File: src/rtl/rcl_pkg.sv
// Shared types and constants of the repetitive control loop.
// Used by every module of the block; depends on nothing.
`default_nettype none

package rcl_pkg;

  localparam int DATA_W     = 16;
  localparam int CORR_W     = 24;
  localparam int COEF_W     = 16;
  localparam int PERIOD_W   = 9;
  localparam int APB_AW     = 5;
  localparam int APB_DW     = 32;
  localparam int RING_DEPTH = 256;
  localparam int MIN_PERIOD = 2;

  localparam logic [COEF_W-1:0]   FORGET_CAP  = 16'd65470;
  localparam logic [PERIOD_W-1:0] PERIOD_RST  = 9'd2;
  localparam logic [DATA_W-1:0]   OUT_MIN_RST = 16'h8000;
  localparam logic [DATA_W-1:0]   OUT_MAX_RST = 16'h7fff;
  localparam logic [CORR_W-1:0]   CORR_POS_SAT = 24'h7fffff;
  localparam logic [CORR_W-1:0]   CORR_NEG_SAT = 24'h800000;

  typedef enum logic [2:0] {
    REG_PERIOD  = 3'd0,
    REG_GAIN    = 3'd1,
    REG_FORGET  = 3'd2,
    REG_OUT_MIN = 3'd3,
    REG_OUT_MAX = 3'd4
  } reg_idx_e;

  typedef struct packed {
    logic [PERIOD_W-1:0] period;
    logic [COEF_W-1:0]   gain;
    logic [COEF_W-1:0]   forget;
    logic [DATA_W-1:0]   out_min;
    logic [DATA_W-1:0]   out_max;
  } cfg_t;

endpackage

`default_nettype wire

File: src/rtl/rcl_cfg_regs.sv
// Configuration register file behind the APB-style port.
// Depends on rcl_pkg.
`default_nettype none

module rcl_cfg_regs (
  input  logic                        clk_i,
  input  logic                        rst_ni,
  input  logic                        psel,
  input  logic                        penable,
  input  logic                        pwrite,
  input  logic [rcl_pkg::APB_AW-1:0]  paddr,
  input  logic [rcl_pkg::APB_DW-1:0]  pwdata,
  output logic [rcl_pkg::APB_DW-1:0]  prdata,
  output logic                        pready,
  output rcl_pkg::cfg_t               cfg_o
);
  import rcl_pkg::*;

  cfg_t                  cfg_q, cfg_d;
  logic                  wr_en;
  logic [APB_AW-3:0]     reg_idx;

  assign pready  = 1'b1;
  assign wr_en   = psel && penable && pwrite;
  assign reg_idx = paddr[APB_AW-1:2];

  always_comb begin
    cfg_d = cfg_q;
    if (wr_en) begin
      unique case (reg_idx)
        REG_PERIOD:  cfg_d.period  = pwdata[PERIOD_W-1:0];
        REG_GAIN:    cfg_d.gain    = pwdata[COEF_W-1:0];
        REG_FORGET:  cfg_d.forget  = pwdata[COEF_W-1:0];
        REG_OUT_MIN: cfg_d.out_min = pwdata[DATA_W-1:0];
        REG_OUT_MAX: cfg_d.out_max = pwdata[DATA_W-1:0];
        default: ;
      endcase
    end
  end

  always_comb begin
    unique case (reg_idx)
      REG_PERIOD:  prdata = {{(APB_DW-PERIOD_W){1'b0}}, cfg_q.period};
      REG_GAIN:    prdata = {{(APB_DW-COEF_W){1'b0}}, cfg_q.gain};
      REG_FORGET:  prdata = {{(APB_DW-COEF_W){1'b0}}, cfg_q.forget};
      REG_OUT_MIN: prdata = {{(APB_DW-DATA_W){cfg_q.out_min[DATA_W-1]}}, cfg_q.out_min};
      REG_OUT_MAX: prdata = {{(APB_DW-DATA_W){cfg_q.out_max[DATA_W-1]}}, cfg_q.out_max};
      default:     prdata = '0;
    endcase
  end

  always_ff @(posedge clk_i or negedge rst_ni) begin
    if (!rst_ni) begin
      cfg_q.period  <= PERIOD_RST;
      cfg_q.gain    <= '0;
      cfg_q.forget  <= '0;
      cfg_q.out_min <= OUT_MIN_RST;
      cfg_q.out_max <= OUT_MAX_RST;
    end else begin
      cfg_q <= cfg_d;
    end
  end

  assign cfg_o = cfg_q;

endmodule

`default_nettype wire

File: config.mk
export PLATFORM = sky130hd
export DESIGN_NAME = rcl_cfg_regs
export DESIGN_NICKNAME = d
export VERILOG_FILES = /design/src/rtl/rcl_pkg.sv /design/src/rtl/rcl_cfg_regs.sv
export SDC_FILE = /design/constraint.sdc
export NUM_CORES = 1
export LEC_CHECK = 0
export BUFFER_PORTS_ARGS = -buffer_cell sky130_fd_sc_hd__buf_2
export CORE_MARGIN = 2
export CORE_UTILIZATION = 50
export DETAILED_ROUTE_END_ITERATION = 12
export PLACE_DENSITY = 0.85
export SLEW_MARGIN = 0
export SYNTH_ARGS = -nofsm -noshare
export SYNTH_HDL_FRONTEND = slang
export SYNTH_SLANG_ARGS = --single-unit
File: constraint.sdc
create_clock -name clk_i -period 3.4 [get_ports clk_i]
set_clock_uncertainty 0.05 [all_clocks]
set_input_delay 0 -clock clk_i [delete_from_list [all_inputs] [get_ports clk_i]]
set_output_delay 0 -clock clk_i [all_outputs]
set_load 0.01 [all_outputs]
==> results.txt <==
----------------------------------------------------
[Placed design]
  Standard cell area after detailed placement ... 4100 um2
  HPWL after detailed placement ... 5940 um
  Final weighted congestion in routability-driven placement ... 0.744
  Number of input and output port buffers inserted ... 128

[Logic synthesis]
  Net Count, Synth ... 297
  Most frequent cells after synthesis ... 73 x mux2_2, 56 x dfrtp_1, 18 x buf_4
  Synth Cell Area ... ~3600 um2
  Cell accounting for the most synthesized area ... dfrtp_1
  Yosys Warn Count ... 0
  Number of flops mapped to enable cells by yosys ... 0
  Distinct cell type count of the synthesized netlist ... 33
  Instance count of the mapped netlist ... 255
  Syn_area_per_cell ... 14.0 um2
  Top-count cell post-synth ... mux2_2
  Top flip-flop cell by instance count after synthesis ... dfrtp_1
  Sequential cell area fraction in the yosys report ... 51.8%
  Fraction of synthesized cell area taken by the top area cell type ... 39.3%
  Dominant cells by area after synthesis ... dfrtp_1 39%, mux2_2 23%, dfstp_2 13%, buf_4 3.8%, mux2_4 3.8%
  Number of synthesized register bits ... 73
  FFs w/ async S/R, synth ... 100%

[Cells and area]
  Antenna diodes ... 0
  Final Net Count ... 425
  Share of cells above drive strength 1 ... 65.2%
  Layout Cell Area excl Fill ... 4460 um2
  Area Growth Syn to Fin ... 25.1%
  Max FFs per register ... 73

[Critical path]
  Endpoint kind of the worst setup timing path ... output pin
  Reg-to-reg setup timing slack ... between 2 and 3 ns
  Worst path arrival time ... 2.00 ns
  FF-to-FF End ... cfg_o[61]$_DFFE_PN0P_
  Source of the worst register-to-register timing path ... cfg_o[61]$_DFFE_PN0P_
  Number of cells on the worst reg-to-reg path ... 1
  Required arrival time at the worst endpoint ... 3.35 ns
  Launch point of the worst path ... paddr[2]
  Kind of launch point of the worst setup path ... input port
  Capture point of the critical path ... prdata[12]
  Type of the worst setup path ... input port to output pin
  Max Fanout on Critical Path ... 25

[Timing]
  Worst rel slew slack ... 32.6%
  Final cycle utilization of the critical path ... between 60% and 70%
  Total Negative Setup Slacks ... 0 ns
  Max Freq ... 0.487 GHz
  Final-report setup violation count ... 0
  Setup repair after global routing missed its margin ... no
  Final critical-path required period ... 2.05 ns
  Transition time of the tightest slew-check pin ... 1.01 ns
  Count of final max-slew check failures ... 0
  Final Hold Vio Count ... 0

[Route]
  Vias ... approximately 2.7k
  Initial DRT Pass Iterations ... 4
  DRC violation total after the first TritonRoute iteration ... 213
  Via-to-Cell Ratio ... between 5 and 6
  Number of nets still failing antenna checks after routing ... 0
  Wire per inst ... 18.7 um
  Total wire length ... 9030 um
  Total DRC errors in the routed layout ... 0

[Floorplan]
  I/O pin cnt ... 148
  Std cell rows ... 30
  Die Span X ... 88.4 um
  Initial core utilization ... between 50% and 60%
  Core Area ... 6830 um2
  Die outline height ... about 90 um
  Die Area ... 7820 um2

[Pwr]
  Fraction of power consumed by combinational cells ... 26.8%
  Share of total power consumed by net switching ... 33.0%
  Sequential share of power ... 47.4%
  Cell internal pwr ... 1.70 mW
  Clock power frac ... 25.8%
  Pwr/cell area ... 568 nW/um2
  Leak Pwr ... 2.25 nW
  Net switching power of the design ... between 800 and 900 uW
  Max VDD drop ... between 0.4 and 0.5 mV

[CTS]
  Gates resized, CTS repair ... 0
  Deepest clock path buffer count ... 2
  CTS H-tree lvls ... 3
  CTS tree ... built
  Post-CTS Setup Inserts ... 0
  Total of hold buffers inserted after clock tree synthesis ... 17
  CTS buffer count ... 9
  Number of sinks driven by the clock tree ... 73
  Clock tree root driver cell ... clkbuf_8
  Clock latency on the worst-skew pair ... 0.35 ns
  Clock-pin slew reported for the worst setup and hold paths after clock tree synthesis ... 0.09 ns

[GRT]
  Global-route usage over all layers ... 23.7%
  Wire length of the first global-routing pass ... 13500 um
  Number of global-route vias before repair ... approximately 2.5k
  GRT Residual Overflow ... 0
  Pin count of the biggest net entering global routing ... 39
  Initial antenna violation count ... 0

[Flow run]
  Number of maximum-capacitance constraint violations ... 0

[Min path]
  Worst Hold Class ... input port to asynchronous set/reset pin

[Outcome]
  Outcome ... complete, no violations

----------------------------------------------------
==> power by group through the flow <==
stage          logic (mW)  clock network (mW)  registers [mW]
6_report            0.679               0.654            1.20
3_3_place_gp        0.648                   0            1.20
5_1_grt             0.734               0.703            1.23
4_1_cts             0.686               0.659            1.20
2_1_floorplan       0.304                   0            1.28
3_5_place_dp        0.668                   0            1.21
==> final cells by class <==
cell class | instances | area (um2)
Sequential cell | 73 | 1850
Tap cell | 96 | 120
Clock buffer | 9 | 124
Clock inverter | 7 | 61.3
Timing Repair Buffer | 149 | 841
Multi-Input combinational cell | 149 | 1460
Inverter | 1 | 3.75
Fill cell | 535 | 2370
==> cells in the final DEF (no fill, tap or decap) <==
| cell | count |
|---|---|
| inv_2 | 1 |
| and3_2 | 1 |
| o22ai_1 | 6 |
| a22oi_1 | 14 |
| nand2_1 | 3 |
| conb_1 | 1 |
| nand4b_4 | 1 |
| mux2i_1 | 6 |
| a2bb2oi_1 | 1 |
| dlygate4sd3_1 | 17 |
| a31oi_1 | 1 |
| mux2_4 | 9 |
| dfstp_2 | 17 |
| clkinvlp_4 | 2 |
| nor3_4 | 1 |
| and3_1 | 1 |
| nor2_1 | 2 |
| a32oi_1 | 9 |
| inv_6 | 3 |
| o21ai_0 | 9 |
| nand3_1 | 1 |
| clkinv_4 | 1 |
| and3b_1 | 1 |
| clkbuf_8 | 9 |
| nor2b_1 | 3 |
| nor3b_4 | 1 |
| or3_1 | 1 |
| buf_4 | 4 |
| mux2_2 | 73 |
| nor2_2 | 1 |
| o211ai_1 | 1 |
| nand2b_1 | 1 |
| dfrtp_1 | 56 |
| inv_8 | 1 |
| nand4b_1 | 1 |
| buf_2 | 128 |
==> worst min path at each step <==
stage	endpoint	slack (ns)
floorplan	cfg_o[15]$_DFFE_PN0P_	-0.35
global placement	cfg_o[29]$_DFFE_PN0P_	0.07
finish	cfg_o[29]$_DFFE_PN0P_	0.20
CTS	cfg_o[62]$_DFFE_PN0P_	0.22
global route	cfg_o[62]$_DFFE_PN0P_	0.24
detailed placement	cfg_o[29]$_DFFE_PN0P_	0.09
==> critical path, cell delays in order <==
cell and delay [ns]:
buf_2 0.51, nor2b_1 0.68, buf_4 0.30, a22oi_1 0.11, o22ai_1 0.21, buf_2 0.17
==> logic make-up (layout without fill, tap and decap cells) <==
group                  Yosys count  in the layout  synth area share [%]
AOI/OAI and AO/OA               41             41                  8.11
DFF                             73             73                  51.8
other                            1              1                 0.105
muxes                           88             88                  28.5
buffers and inverters           33            166                  7.16
and+or+nand+nor                 19             19                  4.25
==> through the flow <==
stage	std cells	worst slack [ns]	hold WS (ns)	power, mW	utilization [%]
2_1_floorplan	255	2.14	-0.346	1.58	-
3_3_place_gp	451	1.25	0.0688	1.85	60.1
3_5_place_dp	451	1.22	0.0857	1.88	60.1
4_1_cts	484	1.37	0.221	2.54	65.3
5_1_grt	484	1.23	0.236	2.66	65.3
6_report	484	1.35	0.203	2.53	65.3
==> routing by layer <==
metal	global-route usage, %	up-vias	share of wire [%]
li1	-	1189	-
met2	37.9	107	50
met1	31.7	1391	42
met5	0	-	0
met3	5.88	12	6.9
met4	8.13	0	1.9
No activity file was read; power rests on OpenSTA's default activity.
