**src/rtl/rcl_pkg.sv**
```systemverilog
// Shared types and constants of the repetitive control loop.
// Used by every module of the block; depends on nothing.
`default_nettype none

package rcl_pkg;

  localparam int DATA_W     = 16;
  localparam int CORR_W     = 24;
  localparam int COEF_W     = 16;
  localparam int PERIOD_W   = 9;
  localparam int APB_AW     = 5;
  localparam int APB_DW     = 32;
  localparam int RING_DEPTH = 256;
  localparam int MIN_PERIOD = 2;

  localparam logic [COEF_W-1:0]   FORGET_CAP  = 16'd65470;
  localparam logic [PERIOD_W-1:0] PERIOD_RST  = 9'd2;
  localparam logic [DATA_W-1:0]   OUT_MIN_RST = 16'h8000;
  localparam logic [DATA_W-1:0]   OUT_MAX_RST = 16'h7fff;
  localparam logic [CORR_W-1:0]   CORR_POS_SAT = 24'h7fffff;
  localparam logic [CORR_W-1:0]   CORR_NEG_SAT = 24'h800000;

  typedef enum logic [2:0] {
    REG_PERIOD  = 3'd0,
    REG_GAIN    = 3'd1,
    REG_FORGET  = 3'd2,
    REG_OUT_MIN = 3'd3,
    REG_OUT_MAX = 3'd4
  } reg_idx_e;

  typedef struct packed {
    logic [PERIOD_W-1:0] period;
    logic [COEF_W-1:0]   gain;
    logic [COEF_W-1:0]   forget;
    logic [DATA_W-1:0]   out_min;
    logic [DATA_W-1:0]   out_max;
  } cfg_t;

endpackage

`default_nettype wire

```
**src/rtl/rcl_datapath.sv**
```systemverilog
// Four-register datapath: products, rounded and saturated correction,
// clamped output. Depends on rcl_pkg.
`default_nettype none

module rcl_datapath #(
  parameter int unsigned Depth = rcl_pkg::RING_DEPTH
) (
  input  logic                        clk_i,
  input  logic                        rst_ni,
  input  rcl_pkg::cfg_t               cfg_i,
  input  logic                        accept_i,
  input  logic [rcl_pkg::DATA_W-1:0]  error_i,
  input  logic [rcl_pkg::DATA_W-1:0]  base_i,
  input  logic [$clog2(Depth)-1:0]    pos_i,
  input  logic [rcl_pkg::CORR_W-1:0]  old_i,
  output logic                        free_o,
  output logic                        wr_en_o,
  output logic [$clog2(Depth)-1:0]    wr_addr_o,
  output logic [rcl_pkg::CORR_W-1:0]  wr_data_o,
  output logic                        out_valid_o,
  input  logic                        out_stall_i,
  output logic [rcl_pkg::DATA_W-1:0]  out_data_o
);
  import rcl_pkg::*;

  localparam int AW    = $clog2(Depth);
  localparam int POLD_W = COEF_W + CORR_W + 1;
  localparam int PERR_W = COEF_W + DATA_W + 1;
  localparam int SUM_W  = POLD_W + 1;
  localparam int TOT_W  = CORR_W + 1;

  logic                     v1_q, v2_q, v3_q, ov_q;
  logic                     fr_out, fr3, fr2, fr1, mv3, mv2, mv1;

  logic [DATA_W-1:0]        err1_q, base1_q, base2_q, base3_q;
  logic [AW-1:0]            pos1_q, pos2_q;
  logic [COEF_W-1:0]        forget_cap;
  logic signed [POLD_W-1:0] p_old_d, p_old_q;
  logic signed [PERR_W-1:0] p_err_d, p_err_q;
  logic [SUM_W-1:0]         sum, rnd;
  logic [SUM_W-17:0]        shifted;
  logic [CORR_W-1:0]        corr_d, corr3_q;
  logic signed [TOT_W-1:0]  total, lim_max, lim_min, clamped;
  logic [DATA_W-1:0]        out_d, out_q;

  assign fr_out = !ov_q || !out_stall_i;
  assign mv3    = v3_q && fr_out;
  assign fr3    = !v3_q || fr_out;
  assign mv2    = v2_q && fr3;
  assign fr2    = !v2_q || fr3;
  assign mv1    = v1_q && fr2;
  assign fr1    = !v1_q || fr2;

  assign forget_cap = (cfg_i.forget > FORGET_CAP) ? FORGET_CAP : cfg_i.forget;
  assign p_old_d = $signed({1'b0, forget_cap}) * $signed(old_i);
  assign p_err_d = $signed({1'b0, cfg_i.gain}) * $signed(err1_q);

  always_comb begin
    sum     = {{(SUM_W-POLD_W){p_old_q[POLD_W-1]}}, p_old_q}
            + {{(SUM_W-PERR_W-4){p_err_q[PERR_W-1]}}, p_err_q, 4'b0000};
    rnd     = sum + SUM_W'(32768);
    shifted = rnd[SUM_W-1:16];
    if (shifted[SUM_W-17:CORR_W-1] == '0 || shifted[SUM_W-17:CORR_W-1] == '1) begin
      corr_d = shifted[CORR_W-1:0];
    end else if (shifted[SUM_W-17]) begin
      corr_d = CORR_NEG_SAT;
    end else begin
      corr_d = CORR_POS_SAT;
    end
  end

  always_comb begin
    total   = $signed({{(TOT_W-DATA_W){base3_q[DATA_W-1]}}, base3_q})
            + $signed({corr3_q[CORR_W-1], corr3_q});
    lim_max = $signed({{(TOT_W-DATA_W){cfg_i.out_max[DATA_W-1]}}, cfg_i.out_max});
    lim_min = $signed({{(TOT_W-DATA_W){cfg_i.out_min[DATA_W-1]}}, cfg_i.out_min});
    clamped = total;
    if (clamped > lim_max) begin
      clamped = lim_max;
    end
    if (clamped < lim_min) begin
      clamped = lim_min;
    end
    out_d = clamped[DATA_W-1:0];
  end

  always_ff @(posedge clk_i or negedge rst_ni) begin
    if (!rst_ni) begin
      v1_q <= 1'b0;
      v2_q <= 1'b0;
      v3_q <= 1'b0;
      ov_q <= 1'b0;
    end else begin
      v1_q <= accept_i || (v1_q && !fr2);
      v2_q <= mv1 || (v2_q && !fr3);
      v3_q <= mv2 || (v3_q && !fr_out);
      ov_q <= mv3 || (ov_q && out_stall_i);
    end
  end

  always_ff @(posedge clk_i) begin
    if (accept_i) begin
      err1_q  <= error_i;
      base1_q <= base_i;
      pos1_q  <= pos_i;
    end
    if (mv1) begin
      p_old_q <= p_old_d;
      p_err_q <= p_err_d;
      base2_q <= base1_q;
      pos2_q  <= pos1_q;
    end
    if (mv2) begin
      corr3_q <= corr_d;
      base3_q <= base2_q;
    end
    if (mv3) begin
      out_q <= out_d;
    end
  end

  assign free_o      = fr1;
  assign wr_en_o     = mv2;
  assign wr_addr_o   = pos2_q;
  assign wr_data_o   = corr_d;
  assign out_valid_o = ov_q;
  assign out_data_o  = out_q;

endmodule

`default_nettype wire

```
**config.mk**
```make
export PLATFORM = sky130hd
export DESIGN_NAME = rcl_datapath
export DESIGN_NICKNAME = d
export VERILOG_FILES = /design/src/rtl/rcl_pkg.sv /design/src/rtl/rcl_datapath.sv
export SDC_FILE = /design/constraint.sdc
export NUM_CORES = 2
export LEC_CHECK = 0
export ABC_CLOCK_PERIOD_IN_PS = 8260
export BUFFER_PORTS_ARGS = -buffer_cell sky130_fd_sc_hd__buf_4
export CORE_AREA = 4 4 337 173
export CTS_CLUSTER_SIZE = 12
export DETAILED_ROUTE_END_ITERATION = 10
export DIE_AREA = 0 0 341 177
export HOLD_SLACK_MARGIN = 0.08
export PLACE_DENSITY = 0.87
export RECOVER_POWER = 25
export SLEW_MARGIN = 15
export SYNTH_ARGS = -nofsm -noshare
export SYNTH_HDL_FRONTEND = slang
export SYNTH_SLANG_ARGS = --single-unit
```
**constraint.sdc**
```tcl
create_clock -name clk_i -period 8.26 [get_ports clk_i]
set_clock_uncertainty 0.1 [all_clocks]
set_input_delay 0.826 -clock clk_i [delete_from_list [all_inputs] [get_ports clk_i]]
set_output_delay 0.826 -clock clk_i [all_outputs]
set_load 0.01 [all_outputs]
```
==> impl_metrics.env <==
export IMPL_dr_pass1_iters=8
export IMPL_fp_dieH_um=177
export IMPL_final_layout_size_suffix_gt1_frac=0.101
export IMPL_detail_route_antenna_nets=0
export IMPL_clock_path_buffers=2
export IMPL_cp_start_kind="flop"
export IMPL_track_usage=0.282
export IMPL_initial_core_util=0.606
export IMPL_grt_overflow=0
export IMPL_portBuffers=182
export IMPL_cts_root_buf="clkbuf_16"
export IMPL_antenna_found_initial=1
export IMPL_cts_setup_buffers=0
export IMPL_final_area_um2=36900
export IMPL_drv_cap=1
export IMPL_ys_flop_type="edfxtp_1"
export IMPL_finalSetupTns_ns=0
export IMPL_crit_required_ns=8.36
export IMPL_drc=0
export IMPL_ys_seq_elements=194
export IMPL_rsz0062_at_grt="no"
export IMPL_cp_slowest_cell="a2111oi_1"
export IMPL_finalSetupViolations=0
export IMPL_clock_latency_ns=0.46
export IMPL_cts_max_level=4
export IMPL_synth_seq_area_share=0.174
export IMPL_yosysWarnings=0
export IMPL_fillers=3967
export IMPL_synth_nets=4554
export IMPL_worstMarginPinSlew_ns=2.73
export IMPL_hold_path_class="reg -> reg"
export IMPL_synth_top_cells_by_area="fa_1 34%, edfxtp_1 17%, ha_1 14%, inv_1 8.7%, nand2_1 5.1%"
export IMPL_grt_max_degree=52
export IMPL_crit_type="reg -> reg"
export IMPL_finalCriticalPeriod_ns=7.72
export IMPL_async_reset_ff_frac=0.0206
export IMPL_wl_per_cell_um=18.6
export IMPL_fin_crit_sh=0.934
export IMPL_syn_inst=3476
export IMPL_worstSetupEndpointType="flop"
export IMPL_max_freq_mhz=130
export IMPL_syn_area_um2=33400
export IMPL_synth_edff_count=190
export IMPL_status="finished, violations left"
export IMPL_violations="capacitance limit, slew limit"
export IMPL_dp_hpwl_um=66500
export IMPL_finalNetCount=4766
export IMPL_synth_distinct_cells=73
export IMPL_diodes=0
export IMPL_cts_buffers=17
export IMPL_die_area_um2=60400
export IMPL_design_core_area_um2=55200
export IMPL_slew_viol_final=42
export IMPL_vias=25300
export IMPL_area_growth_pct=10.2
export IMPL_grt_pass1_wl_um=136000
export IMPL_die_x_um=341
export IMPL_num_rows=61
export IMPL_clk_transition_reported_paths_ns=0.08
export IMPL_seq_area_um2=5810
export IMPL_worst_path_max_fanout=31
export IMPL_drt_iter0_markers=2257
export IMPL_critPathArrivalTime_ns=7.81
export IMPL_cts_sinks=194
export IMPL_hold_viol=0
export IMPL_synth_top_area_frac=0.342
export IMPL_cp_slowest_stage_delay_ns=0.54
export IMPL_cts_tree="built"
export IMPL_place_area_um2=36200
export IMPL_boundaryPins=192
export IMPL_multi_input_area_um2=24300
export IMPL_place_gp_congestion=0.937
export IMPL_maxSlewHeadroom=-0.821
export IMPL_wl_um=82800
export IMPL_first_global_vias=27100
export IMPL_vias_per_cell=5.67
export IMPL_synth_area_leader_cell="fa_1"
export IMPL_syn_area_per_cell_um2=9.62
-- flip-flops by register name, indices dropped and copies added, names as in the netlist --
name	cells
v2_q	1
corr3_q	24
out_valid_o	1
base2_q	16
v3_q	1
wr_addr_o	8
v1_q	1
pos1_q	8
out_data_o	16
err1_q	16
p_err_q	33
base1_q	16
base3_q	16
p_old_q	37
-- cells in the mapped netlist, types with 8 or more instances --
master / n
a211oi_1: 12
a21o_1: 66
a21oi_1: 120
a31o_2: 8
a31oi_1: 10
and2_1: 234
and3_1: 17
clkbuf_1: 99
edfxtp_1: 190
fa_1: 571
ha_1: 366
inv_1: 773
mux2_4: 9
nand2_1: 454
nand2b_1: 31
nand3_1: 33
nand4_1: 17
nor2_1: 80
nor2b_1: 39
nor3_1: 15
o211ai_1: 11
o21a_1: 9
o21ai_0: 94
o21ai_1: 9
o21bai_1: 14
xnor2_1: 71
xor2_1: 35
-- per-layer routing --
layer / wire length, um / vias up / track usage
met3: 6510 / 257 / 0.0408
li1: - / 11200 / -
met5: 0 / - / 0
met2: 40400 / 1123 / 0.487
met4: 3470 / 0 / 0.112
met1: 32400 / 12700 / 0.364
-- final cells by class --
class / instances / share of cell area
Multi-Input combinational cell: 2404 / 0.660
Sequential cell: 194 / 0.158
Inverter: 773 / 0.0787
Timing Repair Buffer: 298 / 0.0616
Tap cell: 756 / 0.0257
Clock buffer: 18 / 0.0116
Clock inverter: 14 / 0.00489
-- critical path, delay by kind of cell, from the launching register on --
family	cells	cell delay (ns)
muxes	1	0.40
adders and majority gates	4	1.25
buffers and inverters	2	0.57
DFF	1	0.41
and+or+nand+nor	6	0.98
xor gates and xnor gates	2	0.30
AOI/OAI and AO/OA	17	3.45
-- through the flow --
stage | util | instances | hold slack [ns] | worst slack, ns
global route | 0.668 | 4457 | 0.329 | 0.0933
floorplan | - | 3476 | 0.300 | 0.824
finish | 0.668 | 4457 | 0.316 | 0.543
CTS | 0.668 | 4457 | 0.323 | 0.337
global placement | 0.657 | 4424 | 0.300 | 0.0268
detailed placement | 0.657 | 4424 | 0.305 | -0.136
-- layout by cell type (no fill, tap or decap), drive strengths merged, types with 5 or more instances in the layout --
master / instances
nand2: 454
xor2: 37
a21oi: 122
o21a: 9
mux2: 15
and3: 17
and2: 235
nor2: 80
inv: 782
a21bo: 5
o211ai: 12
a31oi: 10
a211oi: 12
nand3: 33
nor3: 15
ha: 366
clkbuf: 62
o21bai: 14
buf: 253
fa: 571
nor2b: 39
edfxtp: 190
a21o: 67
xnor2: 71
nand4: 17
nand2b: 31
o21ai: 105
a31o: 9
-- cell families (layout without fill, tap and decap cells) --
kind of cell,Yosys count,count (layout),synth area share
xor+xnor,108,108,0.0287
flops,194,194,0.174
simple gates,935,935,0.134
mux,17,17,0.00666
compound gates,407,407,0.0790
buf+inv,878,1103,0.0994
fa+ha+maj,937,937,0.479
-- path summary, 6_finish.rpt --
path	from	endpoint	slack [ns]	cells past startpoint
worst max-delay path	corr3_q[0]$_DFFE_PP_	out_data_o[1]$_DFFE_PP_	0.54	32
worst min-delay path	base2_q[15]$_DFFE_PP_	base3_q[15]$_DFFE_PP_	0.32	0
worst max register to register	corr3_q[0]$_DFFE_PP_	out_data_o[1]$_DFFE_PP_	0.54	32
worst min register to register	base2_q[15]$_DFFE_PP_	base3_q[15]$_DFFE_PP_	0.32	0
max in group asynchronous	rst_ni	v2_q$_DFF_PN0_	7.18	2
min in group asynchronous	rst_ni	out_valid_o$_DFF_PN0_	0.66	2
-- repair_timing --
| action | in CTS | in global routing |
|---|---|---|
| setup endpoints to repair | 0 | 16 |
| hold buffers | 1 | 0 |
| endpoints found under the hold margin | 4 | 0 |
| gates resized for setup | 0 | 2 |
Power is not shown: default switching activity piles up to over one toggle a cycle in this logic, so the estimate is an artifact.
